### src/rtl/mmc_crc7_serial_and_bus_lanes_top_macros.svh
// ----------------------------------------------------------------------------
// MMC CRC-7 serial and bus lanes: assertion macros
// Shared concurrent assertion forms, compiled out for synthesis.
// ----------------------------------------------------------------------------
`ifndef MMC_CRC7_SERIAL_AND_BUS_LANES_TOP_MACROS_SVH
`define MMC_CRC7_SERIAL_AND_BUS_LANES_TOP_MACROS_SVH

`ifndef SYNTHESIS

// Same-cycle implication, checked out of reset.
`define MMC_ASSERT_IMP(lbl, clk_s, rstn_s, ante, cons) \
    lbl: assert property (@(posedge clk_s) disable iff (!rstn_s) (ante) |-> (cons)) \
        else $error("assertion failed: same-cycle implication");

// Next-cycle implication, checked out of reset.
`define MMC_ASSERT_NXT(lbl, clk_s, rstn_s, ante, cons) \
    lbl: assert property (@(posedge clk_s) disable iff (!rstn_s) (ante) |=> (cons)) \
        else $error("assertion failed: next-cycle implication");

`else

`define MMC_ASSERT_IMP(lbl, clk_s, rstn_s, ante, cons)
`define MMC_ASSERT_NXT(lbl, clk_s, rstn_s, ante, cons)

`endif

`endif

### src/rtl/mmc_crc7_pkg.sv
// ----------------------------------------------------------------------------
// MMC CRC-7 package
// Constants, types and CRC-7 (x^7 + x^3 + 1) helper functions.
// ----------------------------------------------------------------------------
package mmc_crc7_pkg;

    localparam int CRC_W           = 7;
    localparam int BYTE_W          = 8;
    localparam int BUS_LANES       = 8;
    localparam int POS_W           = 3;
    localparam int OUT_COUNT_W     = 16;
    localparam int DEF_LANES       = 8;
    localparam int DEF_COUNT_WIDTH = 16;
    localparam int APB_ADDR_W      = 3;
    localparam int APB_DATA_W      = 32;
    localparam int REG_IDX_W       = APB_ADDR_W - 2;

    localparam logic [CRC_W-1:0]     POLY_TAPS        = 7'h09;
    localparam logic [POS_W-1:0]     LAST_POS         = 3'd7;
    localparam logic [BYTE_W-1:0]    END_BYTE         = 8'hff;
    localparam logic [REG_IDX_W-1:0] REG_END_BIT_MODE = 1'b0;

    // Item kinds on the input channel.
    typedef enum logic {
        MODE_DATA   = 1'b0,
        MODE_FINISH = 1'b1
    } item_mode_t;

    // Control from the front end to the merge stage.
    typedef struct packed {
        logic load;
        logic end_bit;
    } merge_ctrl_t;

    // Status from the merge stage back to the front end.
    typedef struct packed {
        logic busy;
        logic run_done;
    } merge_stat_t;

    // One bit shifted into a CRC-7 register.
    function automatic logic [CRC_W-1:0] crc_shift(input logic [CRC_W-1:0] r,
                                                   input logic bit_in);
        logic             fb;
        logic [CRC_W-1:0] s;
        fb = bit_in ^ r[CRC_W-1];
        s  = {r[CRC_W-2:0], 1'b0};
        if (fb)
        begin
            s = s ^ POLY_TAPS;
        end
        return s;
    endfunction

    // A whole byte shifted in, MSB first.
    function automatic logic [CRC_W-1:0] crc_byte(input logic [CRC_W-1:0] r,
                                                  input logic [BYTE_W-1:0] d);
        logic [CRC_W-1:0] s;
        s = r;
        for (int i = 0; i < BYTE_W; i++)
        begin
            s = crc_shift(s, d[BYTE_W-1-i]);
        end
        return s;
    endfunction

    // Reported form of a CRC: plain, or with the end bit appended.
    function automatic logic [BYTE_W-1:0] report_crc(input logic [CRC_W-1:0] r,
                                                     input logic end_bit);
        return end_bit ? {r, 1'b1} : {1'b0, r};
    endfunction

endpackage

### src/rtl/mmc_crc7_lane.sv
// ----------------------------------------------------------------------------
// MMC CRC-7 bus lane
// CRC-7 register of one data line, fed one bit per data beat.
// ----------------------------------------------------------------------------
module mmc_crc7_lane (
    input  logic                            clk,
    input  logic                            rst_n,
    input  logic                            shift_en,
    input  logic                            clear,
    input  logic                            data_bit,
    output logic [mmc_crc7_pkg::CRC_W-1:0]  crc
);

    logic [mmc_crc7_pkg::CRC_W-1:0] crc_reg;
    logic [mmc_crc7_pkg::CRC_W-1:0] crc_next;

    // A finish clears the lane; a data beat shifts in one bit.
    always_comb
    begin
        crc_next = crc_reg;
        if (clear)
        begin
            crc_next = '0;
        end
        else if (shift_en)
        begin
            crc_next = mmc_crc7_pkg::crc_shift(crc_reg, data_bit);
        end
    end

    always_ff @(posedge clk or negedge rst_n)
    begin
        if (!rst_n)
        begin
            crc_reg <= '0;
        end
        else
        begin
            crc_reg <= crc_next;
        end
    end

    assign crc = crc_reg;

endmodule

### src/rtl/mmc_crc7_merge.sv
// ----------------------------------------------------------------------------
// MMC CRC-7 merge stage
// Snapshots the lane and serial CRCs on a finish and plays out the run of
// eight result beats, transposing the lane CRCs into bus bytes.
// ----------------------------------------------------------------------------
module mmc_crc7_merge (
    input  logic                                                   clk,
    input  logic                                                   rst_n,
    input  mmc_crc7_pkg::merge_ctrl_t                              ctrl,
    input  logic [mmc_crc7_pkg::BUS_LANES-1:0][mmc_crc7_pkg::CRC_W-1:0] lane_in,
    input  logic [mmc_crc7_pkg::CRC_W-1:0]                         serial_in,
    input  logic [mmc_crc7_pkg::OUT_COUNT_W-1:0]                   count_in,
    input  logic                                                   out_ready,
    output mmc_crc7_pkg::merge_stat_t                              stat,
    output logic                                                   out_valid,
    output logic [mmc_crc7_pkg::POS_W-1:0]                         lane_number,
    output logic [mmc_crc7_pkg::BYTE_W-1:0]                        lane_crc,
    output logic [mmc_crc7_pkg::BYTE_W-1:0]                        bus_byte,
    output logic                                                   bus_byte_valid,
    output logic [mmc_crc7_pkg::BYTE_W-1:0]                        serial_crc,
    output logic [mmc_crc7_pkg::OUT_COUNT_W-1:0]                   byte_count,
    output logic                                                   last
);

    logic [mmc_crc7_pkg::BUS_LANES-1:0][mmc_crc7_pkg::CRC_W-1:0] lane_snap_reg;
    logic [mmc_crc7_pkg::CRC_W-1:0]       serial_snap_reg;
    logic [mmc_crc7_pkg::OUT_COUNT_W-1:0] count_snap_reg;
    logic [mmc_crc7_pkg::POS_W-1:0]       pos_reg;
    logic [mmc_crc7_pkg::POS_W-1:0]       pos_next;
    logic                                 busy_reg;
    logic                                 busy_next;
    logic                                 beat_taken;
    logic                                 at_last;
    logic [mmc_crc7_pkg::POS_W-1:0]       bit_sel;
    logic [mmc_crc7_pkg::BYTE_W-1:0]      bus_bits;

    assign beat_taken = busy_reg && out_ready;
    assign at_last    = (pos_reg == mmc_crc7_pkg::LAST_POS);

    // Run sequencing: a load restarts at position zero.
    always_comb
    begin
        pos_next  = pos_reg;
        busy_next = busy_reg;
        priority if (ctrl.load)
        begin
            pos_next  = '0;
            busy_next = 1'b1;
        end
        else if (beat_taken)
        begin
            if (at_last)
            begin
                busy_next = 1'b0;
            end
            else
            begin
                pos_next = pos_reg + 1'b1;
            end
        end
        else
        begin
            pos_next  = pos_reg;
            busy_next = busy_reg;
        end
    end

    always_ff @(posedge clk or negedge rst_n)
    begin
        if (!rst_n)
        begin
            pos_reg  <= '0;
            busy_reg <= 1'b0;
        end
        else
        begin
            pos_reg  <= pos_next;
            busy_reg <= busy_next;
        end
    end

    // Snapshot of the finished CRCs.
    always_ff @(posedge clk)
    begin
        if (ctrl.load)
        begin
            lane_snap_reg   <= lane_in;
            serial_snap_reg <= serial_in;
            count_snap_reg  <= count_in;
        end
    end

    // Bus byte k takes bit 6-k of every lane CRC.
    assign bit_sel = mmc_crc7_pkg::POS_W'(mmc_crc7_pkg::CRC_W - 1) - pos_reg;

    always_comb
    begin
        for (int i = 0; i < mmc_crc7_pkg::BUS_LANES; i++)
        begin
            bus_bits[i] = lane_snap_reg[i][bit_sel];
        end
    end

    // Result beat fields.
    assign out_valid      = busy_reg;
    assign lane_number    = mmc_crc7_pkg::LAST_POS - pos_reg;
    assign lane_crc       = mmc_crc7_pkg::report_crc(lane_snap_reg[pos_reg], ctrl.end_bit);
    assign bus_byte       = at_last ? (ctrl.end_bit ? mmc_crc7_pkg::END_BYTE : '0)
                                    : bus_bits;
    assign bus_byte_valid = !at_last || ctrl.end_bit;
    assign serial_crc     = mmc_crc7_pkg::report_crc(serial_snap_reg, ctrl.end_bit);
    assign byte_count     = count_snap_reg;
    assign last           = at_last;

    assign stat.busy     = busy_reg;
    assign stat.run_done = beat_taken && at_last;

endmodule

### src/rtl/mmc_crc7_serial_and_bus_lanes_top.sv
// ----------------------------------------------------------------------------
// MMC CRC-7 serial and bus lanes, top level
// Serial and per-line CRC-7 over a byte stream with eight-beat readout.
// ----------------------------------------------------------------------------
// Data beats (mode 0) are absorbed at one byte per clock: the serial CRC-7
// takes all eight bits MSB first, and each of the LANES line CRCs takes its
// own bit of the byte, all in the same cycle. A finish beat (mode 1) copies
// the CRCs and byte count into the merge stage, clears the live state and
// starts a run of eight result beats, one per clock while out_ready is high;
// data beats keep flowing during the run. A further finish beat is accepted
// once the merge stage is free or its last beat leaves in that same cycle.
// end_bit_mode sits at APB byte address 0 and must only change while idle.
// ----------------------------------------------------------------------------
`include "mmc_crc7_serial_and_bus_lanes_top_macros.svh"

module mmc_crc7_serial_and_bus_lanes_top #(
    parameter int LANES       = mmc_crc7_pkg::DEF_LANES,
    parameter int COUNT_WIDTH = mmc_crc7_pkg::DEF_COUNT_WIDTH
) (
    input  logic                                   clk,
    input  logic                                   rst_n,
    // APB configuration port
    input  logic                                   psel,
    input  logic                                   penable,
    input  logic                                   pwrite,
    input  logic [mmc_crc7_pkg::APB_ADDR_W-1:0]    paddr,
    input  logic [mmc_crc7_pkg::APB_DATA_W-1:0]    pwdata,
    output logic [mmc_crc7_pkg::APB_DATA_W-1:0]    prdata,
    output logic                                   pready,
    // Input channel
    input  logic                                   in_valid,
    output logic                                   in_ready,
    input  logic                                   mode,
    input  logic [mmc_crc7_pkg::BYTE_W-1:0]        data_byte,
    // Output channel
    output logic                                   out_valid,
    input  logic                                   out_ready,
    output logic [mmc_crc7_pkg::POS_W-1:0]         lane_number,
    output logic [mmc_crc7_pkg::BYTE_W-1:0]        lane_crc,
    output logic [mmc_crc7_pkg::BYTE_W-1:0]        bus_byte,
    output logic                                   bus_byte_valid,
    output logic [mmc_crc7_pkg::BYTE_W-1:0]        serial_crc,
    output logic [mmc_crc7_pkg::OUT_COUNT_W-1:0]   byte_count,
    output logic                                   last
);

    logic                                 end_bit_mode_reg;
    logic                                 cfg_write;
    logic                                 cfg_hit;
    logic                                 in_take;
    logic                                 data_take;
    logic                                 finish_take;
    logic [mmc_crc7_pkg::CRC_W-1:0]       serial_reg;
    logic [mmc_crc7_pkg::CRC_W-1:0]       serial_next;
    logic [COUNT_WIDTH-1:0]               count_reg;
    logic [COUNT_WIDTH-1:0]               count_next;
    logic [mmc_crc7_pkg::OUT_COUNT_W-1:0] count_clip;
    logic [mmc_crc7_pkg::BUS_LANES-1:0][mmc_crc7_pkg::CRC_W-1:0] lane_crc_vec;
    mmc_crc7_pkg::merge_ctrl_t            merge_ctrl;
    mmc_crc7_pkg::merge_stat_t            merge_stat;

    // Configuration register.
    assign pready    = 1'b1;
    assign cfg_hit   = (paddr[mmc_crc7_pkg::APB_ADDR_W-1:2] == mmc_crc7_pkg::REG_END_BIT_MODE);
    assign cfg_write = psel && penable && pwrite && pready && cfg_hit;
    assign prdata    = cfg_hit ? mmc_crc7_pkg::APB_DATA_W'(end_bit_mode_reg) : '0;

    always_ff @(posedge clk or negedge rst_n)
    begin
        if (!rst_n)
        begin
            end_bit_mode_reg <= 1'b0;
        end
        else if (cfg_write)
        begin
            end_bit_mode_reg <= pwdata[0];
        end
    end

    // Input handshake: a finish needs a free merge stage, or one whose last beat is taken.
    assign in_ready    = (mode == mmc_crc7_pkg::MODE_DATA) || !merge_stat.busy
                         || merge_stat.run_done;
    assign in_take     = in_valid && in_ready;
    assign data_take   = in_take && (mode == mmc_crc7_pkg::MODE_DATA);
    assign finish_take = in_take && (mode == mmc_crc7_pkg::MODE_FINISH);

    // Serial CRC and saturating byte counter.
    always_comb
    begin
        serial_next = serial_reg;
        count_next  = count_reg;
        if (finish_take)
        begin
            serial_next = '0;
            count_next  = '0;
        end
        else if (data_take)
        begin
            serial_next = mmc_crc7_pkg::crc_byte(serial_reg, data_byte);
            if (!(&count_reg))
            begin
                count_next = count_reg + 1'b1;
            end
        end
    end

    always_ff @(posedge clk or negedge rst_n)
    begin
        if (!rst_n)
        begin
            serial_reg <= '0;
            count_reg  <= '0;
        end
        else
        begin
            serial_reg <= serial_next;
            count_reg  <= count_next;
        end
    end

    // Reported count saturates at the field width.
    generate
        if (COUNT_WIDTH > mmc_crc7_pkg::OUT_COUNT_W)
        begin : g_count_wide
            assign count_clip = (|count_reg[COUNT_WIDTH-1:mmc_crc7_pkg::OUT_COUNT_W])
                                ? '1 : count_reg[mmc_crc7_pkg::OUT_COUNT_W-1:0];
        end
        else
        begin : g_count_narrow
            assign count_clip = mmc_crc7_pkg::OUT_COUNT_W'(count_reg);
        end
    endgenerate

    // Line CRC lanes; lanes that are not kept read as zero.
    generate
        for (genvar g = 0; g < mmc_crc7_pkg::BUS_LANES; g++)
        begin : g_lane
            if (g < LANES)
            begin : g_kept
                mmc_crc7_lane u_lane (
                    .clk      (clk),
                    .rst_n    (rst_n),
                    .shift_en (data_take),
                    .clear    (finish_take),
                    .data_bit (data_byte[mmc_crc7_pkg::BYTE_W-1-g]),
                    .crc      (lane_crc_vec[g])
                );
            end
            else
            begin : g_absent
                assign lane_crc_vec[g] = '0;
            end
        end
    endgenerate

    // Merge stage.
    assign merge_ctrl.load    = finish_take;
    assign merge_ctrl.end_bit = end_bit_mode_reg;

    mmc_crc7_merge u_merge (
        .clk            (clk),
        .rst_n          (rst_n),
        .ctrl           (merge_ctrl),
        .lane_in        (lane_crc_vec),
        .serial_in      (serial_reg),
        .count_in       (count_clip),
        .out_ready      (out_ready),
        .stat           (merge_stat),
        .out_valid      (out_valid),
        .lane_number    (lane_number),
        .lane_crc       (lane_crc),
        .bus_byte       (bus_byte),
        .bus_byte_valid (bus_byte_valid),
        .serial_crc     (serial_crc),
        .byte_count     (byte_count),
        .last           (last)
    );

    // Assertions.
    `MMC_ASSERT_NXT(a_finish_starts_run, clk, rst_n, finish_take, out_valid && (lane_number == mmc_crc7_pkg::LAST_POS))
    `MMC_ASSERT_NXT(a_finish_clears, clk, rst_n, finish_take, (serial_reg == '0) && (count_reg == '0))
    `MMC_ASSERT_NXT(a_run_continues, clk, rst_n, out_valid && out_ready && !last && !finish_take, out_valid)
    `MMC_ASSERT_IMP(a_last_bus_valid, clk, rst_n, out_valid && last, bus_byte_valid == end_bit_mode_reg)

endmodule

### config.mk
export PLATFORM = sky130hd
export DESIGN_NAME = mmc_crc7_serial_and_bus_lanes_top
export DESIGN_NICKNAME = d
export VERILOG_FILES = /design/src/rtl/mmc_crc7_pkg.sv /design/src/rtl/mmc_crc7_lane.sv /design/src/rtl/mmc_crc7_merge.sv /design/src/rtl/mmc_crc7_serial_and_bus_lanes_top.sv
export VERILOG_INCLUDE_DIRS = /design/src /design/src/rtl
export SDC_FILE = /design/constraint.sdc
export NUM_CORES = 1
export LEC_CHECK = 0
export BUFFER_PORTS_ARGS = -buffer_cell sky130_fd_sc_hd__buf_2
export CAP_MARGIN = 20
export CORE_MARGIN = 2
export CORE_UTILIZATION = 51
export CTS_BUF_LIST = sky130_fd_sc_hd__clkbuf_16
export DETAILED_ROUTE_END_ITERATION = 7
export PLACE_DENSITY_LB_ADDON = 0.05
export REMOVE_ABC_BUFFERS = 1
export SYNTH_ARGS = -nofsm -noshare
export SYNTH_HDL_FRONTEND = slang
export SYNTH_SLANG_ARGS = --single-unit
### constraint.sdc
create_clock -name clk -period 4.47 [get_ports clk]
set_input_delay 0.894 -clock clk [delete_from_list [all_inputs] [get_ports clk]]
set_output_delay 0.894 -clock clk [all_outputs]
set_load 0.03 [all_outputs]
==> impl_metrics.csv, run 1 <==
group,metric,value,unit
run_status,status,"finished clean",
floorplanning,io_pins,131,
synthesis,avgSynthCellArea,12.2,sq um
layout,finalInstanceArea,8620,sq um
drt,drt-initial-drc-count,361,
clock_tree,clock_path_buffers,2,
floorplanning,die_y,127,microns
worst_setup_path,critPathCaptureType,"output port",
global_route,antenna_found_initial,0,
floorplanning,initial_core_util,52.6,%
drt,drtPass1Iterations,4,
sta,fmax,252,MHz
sta,setup_ws,0.509,ns
drt,via_per_inst,5.53,
min_path,hold_class,"reg -> reg",
worst_setup_path,r2r_end,"u_merge.byte_count[1]",
global_route,grt_max_degree,57,
sta,drv_slew,0,
synthesis,ys_seq_area_share,58.1,%
clock_tree,postCtsSetupRepairBufs,0,
synthesis,netlist_instances,633,
synthesis,yosysUniqueCellTypes,53,
worst_setup_path,reg2reg_from,"u_merge.pos_reg[1]",
sta,hold_violations,0,
layout,area_delta_synth_final,12.0,%
clock_tree,clock_latency,0.41,ns
sta,layout_min_cycle_time,3.96,ns
worst_setup_path,worstPathArrival,3.07,ns
synthesis,ys_seq_elements,163,
synthesis,synth_top_area_cell,"edfxtp_1",
worst_setup_path,endpoint,"bus_byte[6]",
floorplanning,core_area,14600,sq um
synthesis,ys_async_sr_fraction,51.5,%
synthesis,syn_area,7700,sq um
drt,wl,16.7,mm
drt,drc,0,
placed_design,placed_cells,859,
placed_design,pre_cts_ws,0.942,ns
worst_setup_path,critPathKind,"reg -> out",
global_route,gr-total-overflow,0,
layout,drive_gt1_share,22.2,%
layout,post-route-util,58.9,%
sta,relSlewSlack,47.5,%
synthesis,synth.most_common_cell,"nand2_1",
pwr,p_leak,3.71,nW
worst_setup_path,crit_path_start,"u_merge.pos_reg[1]",
worst_setup_path,r2r_slack,1.57,ns
placed_design,placed_cell_area,8090,sq um
drt,wl_per_cell,18.8,microns
worst_setup_path,path_max_fanout,18,
layout,diodes,0,
global_route,grt_pass1_vias,4880,
placed_design,hpwl,11.5,mm
drt,ant_nets,0,
sta,setup_viol,0,
pwr,irDropWorstVdd,0.382,mV
clock_tree,cts-resized-gates,0,
clock_tree,cts-root-buf,"clkbuf_16",
floorplanning,rows,44,
sta,fin_skew,0.00783,ns
synthesis,synthFlopType,"dfrtp_1",
layout,final_cells,890,
clock_tree,h-tree-depth,4,
synthesis,synth_top_area_share,30.8,%
global_route,grt_pass1_wl,26.7,mm
layout,fill_cells,1172,
pwr,power,5.79,mW
synthesis,synth_common_cells,"nand2_1, dfrtp_1, edfxtp_1",
placed_design,port-buffer-count,65,
worst_setup_path,r2r_cells,6,
floorplanning,fp.dieW,127,microns
min_path,hold_path.startpoint,"g_lane[1].g_kept.u_lane.crc[3]",
synthesis,yosys_warnings,0,
clock_tree,cts_buffers,17,
synthesis,synthTopCellsByArea,"edfxtp_1, dfrtp_1, mux4_2",
clock_tree,clock-sinks,163,
synthesis,synth_edf_count,79,
sta,fin_crit_sh,88.6,%
drt,vias,4922,
placed_design,gp_congestion,0.888,
global_route,grt_usage,21.7,%
worst_setup_path,worstSetupStartpointType,"register",
pwr,powerDensity,672,nW/um^2
sta,worstMarginPinSlew,0.787,ns
layout,nNetsFinal,749,
clock_tree,hold_buffers,0,
clock_tree,clk_pin_slew_worst_paths,0.06,ns
sta,rsz0062_at_grt,"no",
job,maxCapViolations,0,
floorplanning,dieArea,16100,sq um
clock_tree,cts_tree,"built",
worst_setup_path,cp.required,3.58,ns
critical path: stages (launching register included):
cell and delay, ns:
dfrtp_1 0.82, ha_1 0.32, xor2_2 0.43, buf_4 0.27
mux2_2 0.34, a21oi_1 0.18, a21oi_1 0.09, buf_2 0.20
through the flow:
step,setup TNS (ns),hold slack (ns)
floorplan,-11.67,0.446
global placement,0,0.457
detailed placement,0,0.459
CTS,0,0.474
global route,0,0.479
finish,0,0.471
final cells by class:
cell class | instances | area, sq um | share of cell area [%]
flip-flops and latches | 163 | 4470 | 51.9
multi-input cells | 426 | 2910 | 33.7
repair buffers | 78 | 450 | 5.22
clock buffers | 17 | 425 | 4.93
well taps | 184 | 230 | 2.67
clock inverters | 14 | 105 | 1.22
inverters | 8 | 31.3 | 0.363
where the power goes:
group	leakage [nW]	switching [mW]	internal (mW)	total (mW)
registers	1.83	0.308	1.97	2.28
clock network	0.274	0.556	0.751	1.31
logic	1.61	1.31	0.892	2.21
worst min path at each step:
stage / end / cells after the start
after floorplan: u_merge.lane_snap_reg[49] / 0
after CTS: u_merge.lane_snap_reg[10] / 0
after global routing: u_merge.lane_snap_reg[10] / 0
after global placement: u_merge.lane_snap_reg[10] / 0
final: u_merge.lane_snap_reg[10] / 0
after detailed placement: u_merge.lane_snap_reg[10] / 0
layout by cell type (no fill, tap or decap), drive strengths merged, types with 13 or more instances in the layout:
| cell | synthesis | routed |
|---|---|---|
| mux2i | 18 | 18 |
| clkbuf | 19 | 17 |
| a21oi | 14 | 14 |
| mux4 | 27 | 27 |
| edfxtp | 79 | 79 |
| dfrtp | 84 | 84 |
| conb | 2 | 32 |
| o21ai | 29 | 29 |
| xnor2 | 22 | 22 |
| nand2 | 132 | 132 |
| buf | 47 | 78 |
| mux2 | 13 | 13 |
| nand3 | 57 | 57 |
layer usage:
layer  GRT usage, %  vias up  routed length [microns]
li1               -     2323                        -
met1           30.0     2424                     7540
met2           34.0      164                     8000
met3           5.44       11                      929
met4           7.24        0                      246
met5              0        -                        0
logic make-up (layout without fill, tap and decap cells):
family | Yosys count | after routing | synth area share (%)
muxes | 58 | 58 | 12.1
adders and majority gates | 4 | 4 | 0.650
DFF | 163 | 163 | 58.1
AOI/OAI and AO/OA | 65 | 65 | 5.09
other | 2 | 32 | 0.0975
and+or+nand+nor | 234 | 234 | 14.2
xor gates and xnor gates | 33 | 33 | 4.05
buffers and inverters | 74 | 117 | 5.69
Power figures use the tool's default switching activity.
==> run 2: changes to the inputs <==
--- a/config.mk
+++ b/config.mk
@@ -6,9 +6,8 @@
 export SDC_FILE = /design/constraint.sdc
 export NUM_CORES = 1
 export LEC_CHECK = 0
-export BUFFER_PORTS_ARGS = -buffer_cell sky130_fd_sc_hd__buf_2
+export BUFFER_PORTS_ARGS = -buffer_cell sky130_fd_sc_hd__buf_4
 export CAP_MARGIN = 20
-export CORE_MARGIN = 2
 export CORE_UTILIZATION = 51
 export CTS_BUF_LIST = sky130_fd_sc_hd__clkbuf_16
 export DETAILED_ROUTE_END_ITERATION = 7
==> run 2 against run 1 <==
  * The flow now finishes with violations (design-rule violations)
  * Sequential power hardly changed
  * Non-clock buffer count is 2 lower
  * Combinational power is 4% higher
  * Core utilization is 1.0 points higher
  * Power is 2.3% higher
  * Count of clock-buffer cells in the layout stayed put
  * Setup slack worse by 0.16 ns
  * Clock skew hardly changed
  * Final cell count is 0.11% lower
==> impl_metrics.csv, run 2 (synthesized netlist as in run 1, its figures left out) <==
group,metric,value,unit
drt,drt-initial-drc-count,455,
layout,nNetsFinal,747,
sta,fmax,243,MHz
floorplanning,core_area,14600,sq um
sta,worstMarginPinSlew,0.895,ns
layout,area_delta_synth_final,13.9,%
floorplanning,initial_core_util,52.6,%
global_route,antenna_found_initial,0,
worst_setup_path,path_max_fanout,18,
pwr,p_leak,3.75,nW
global_route,grt_pass1_vias,4834,
drt,drc,23,
worst_setup_path,critPathCaptureType,"output port",
layout,layout_commonest_cell,"nand2_1",
clock_tree,clock_latency,0.43,ns
placed_design,hpwl,11.2,mm
worst_setup_path,worstPathArrival,3.22,ns
sta,relSlewSlack,40.3,%
sta,fin_skew,0.00815,ns
pwr,clkPwrFrac,22.7,%
drt,maxUsedRoutingLayer,"met4",
drt,ant_nets,0,
layout,final_cell_mix,"nand2_1, dfrtp_1, edfxtp_1",
pwr,p_comb_share,38.7,%
clock_tree,clk_pin_slew_worst_paths,0.06,ns
pwr,pwr-share-seq,38.6,%
drt,wl_met1,7.58,mm
global_route,grt_max_degree,64,
clock_tree,clock_path_buffers,2,
drt,via_per_inst,5.59,
layout,post-route-util,59.9,%
clock_tree,postCtsSetupRepairBufs,0,
clock_tree,cts_buffers,17,
drt,wl_per_cell,18.5,microns
placed_design,port-buffer-count,65,
sta,setup_viol,0,
drt,drtPass1Iterations,6,
floorplanning,die_y,125,microns
global_route,gr-total-overflow,0,
placed_design,gp_congestion,0.879,
worst_setup_path,worstSetupStartpointType,"register",
placed_design,placed_cells,857,
pwr,powerDensity,676,nW/um^2
drt,wl,16.5,mm
clock_tree,hold_buffers,0,
floorplanning,rows,44,
run_status,violations,"design-rule violations",
pwr,p_int,3.73,mW
clock_tree,cts-root-buf,"clkbuf_16",
job,maxCapViolations,0,
floorplanning,io_pins,131,
worst_setup_path,critPathKind,"reg -> out",
drt,vias,4971,
layout,final_cells,889,
min_path,hold_class,"reg -> reg",
run_status,status,"finished with violations",
clock_tree,cts_tree,"built",
sta,rsz0062_at_grt,"no",
sta,layout_min_cycle_time,4.12,ns
drt,wl_met2,7.82,mm
drt,wl_met3,852,microns
layout,diodes,0,
floorplanning,fp.dieW,125,microns
global_route,grt_pass1_wl,26.7,mm
clock_tree,h-tree-depth,4,
global_route,grt_usage,22.6,%
worst_setup_path,cp.required,3.58,ns
sta,fin_crit_sh,92.1,%
layout,fill_cells,1144,
sta,hold_violations,0,
floorplanning,dieArea,15600,sq um
clock_tree,clock-sinks,163,
pwr,sw_frac_of_total,37.2,%
layout,drive_gt1_share,22.3,%
pwr,irDropWorstVdd,0.398,mV
clock_tree,cts-resized-gates,0,
pwr,p_sw,2.20,mW
sta,drv_slew,0,
==> run 2: path summary, 6_finish.rpt <==
| check | startpoint | to | slack, ns | cells past startpoint |
|---|---|---|---|---|
| max in group asynchronous | rst_n | g_lane[5].g_kept.u_lane.crc[4] | 3.06 | 2 |
| min in group asynchronous | rst_n | g_lane[4].g_kept.u_lane.crc[5] | 0.53 | 1 |
| setup / recovery | u_merge.pos_reg[1] | bus_byte[2] | 0.35 | 6 |
| setup reg to reg | u_merge.pos_reg[1] | u_merge.serial_snap_reg[2] | 1.36 | 6 |
| hold reg to reg | g_lane[4].g_kept.u_lane.crc[3] | u_merge.lane_snap_reg[31] | 0.47 | 0 |
| hold / removal | g_lane[4].g_kept.u_lane.crc[3] | u_merge.lane_snap_reg[31] | 0.47 | 0 |
==> run 2: critical path, stage by stage, from the launching register on <==
cell and delay (ns):
dfrtp_1 0.82, ha_1 0.33, xor2_2 0.72, mux2_2 0.41, a21oi_1 0.23, a21oi_1 0.11
buf_4 0.18
==> run 2: area by class of cell <==
class | count | area (sq um) | area share, %
Clock buffer | 17 | 425 | 4.85
Inverter | 8 | 31.3 | 0.357
Clock inverter | 15 | 119 | 1.36
Sequential cell | 163 | 4470 | 51.0
Tap cell | 184 | 230 | 2.63
Multi-Input combinational cell | 426 | 2910 | 33.1
Timing Repair Buffer | 76 | 583 | 6.65
==> run 2: metrics by stage <==
stage                     hold WS [ns]  TNS, ns  setup slack [ns]  total power, mW  area [sq um]
after floorplan                  0.446   -11.67            -0.175             3.87          7400
after global placement           0.457        0             0.966             4.55          8230
after detailed placement         0.461        0             0.865             4.61          8230
after CTS                        0.475        0             0.400             5.96          8770
after global routing             0.490        0             0.236             6.25          8770
final                            0.474        0             0.352             5.93          8770
==> run 2: metal layers <==
| metal | vias up | global-route usage (%) |
|---|---|---|
| li1 | 2325 | - |
| met1 | 2472 | 30.7 |
| met2 | 157 | 36.1 |
| met3 | 17 | 5.67 |
| met4 | 0 | 6.89 |
| met5 | - | 0 |
==> run 2: power groups by stage <==
| stage | Combinational [mW] | Clock [mW] | Sequential, mW |
|---|---|---|---|
| global route | 2.47 | 1.44 | 2.34 |
| detailed placement | 2.30 | 0 | 2.31 |
| floorplan | 1.59 | 0 | 2.28 |
| finish | 2.29 | 1.35 | 2.29 |
| CTS | 2.31 | 1.37 | 2.29 |
| global placement | 2.26 | 0 | 2.29 |
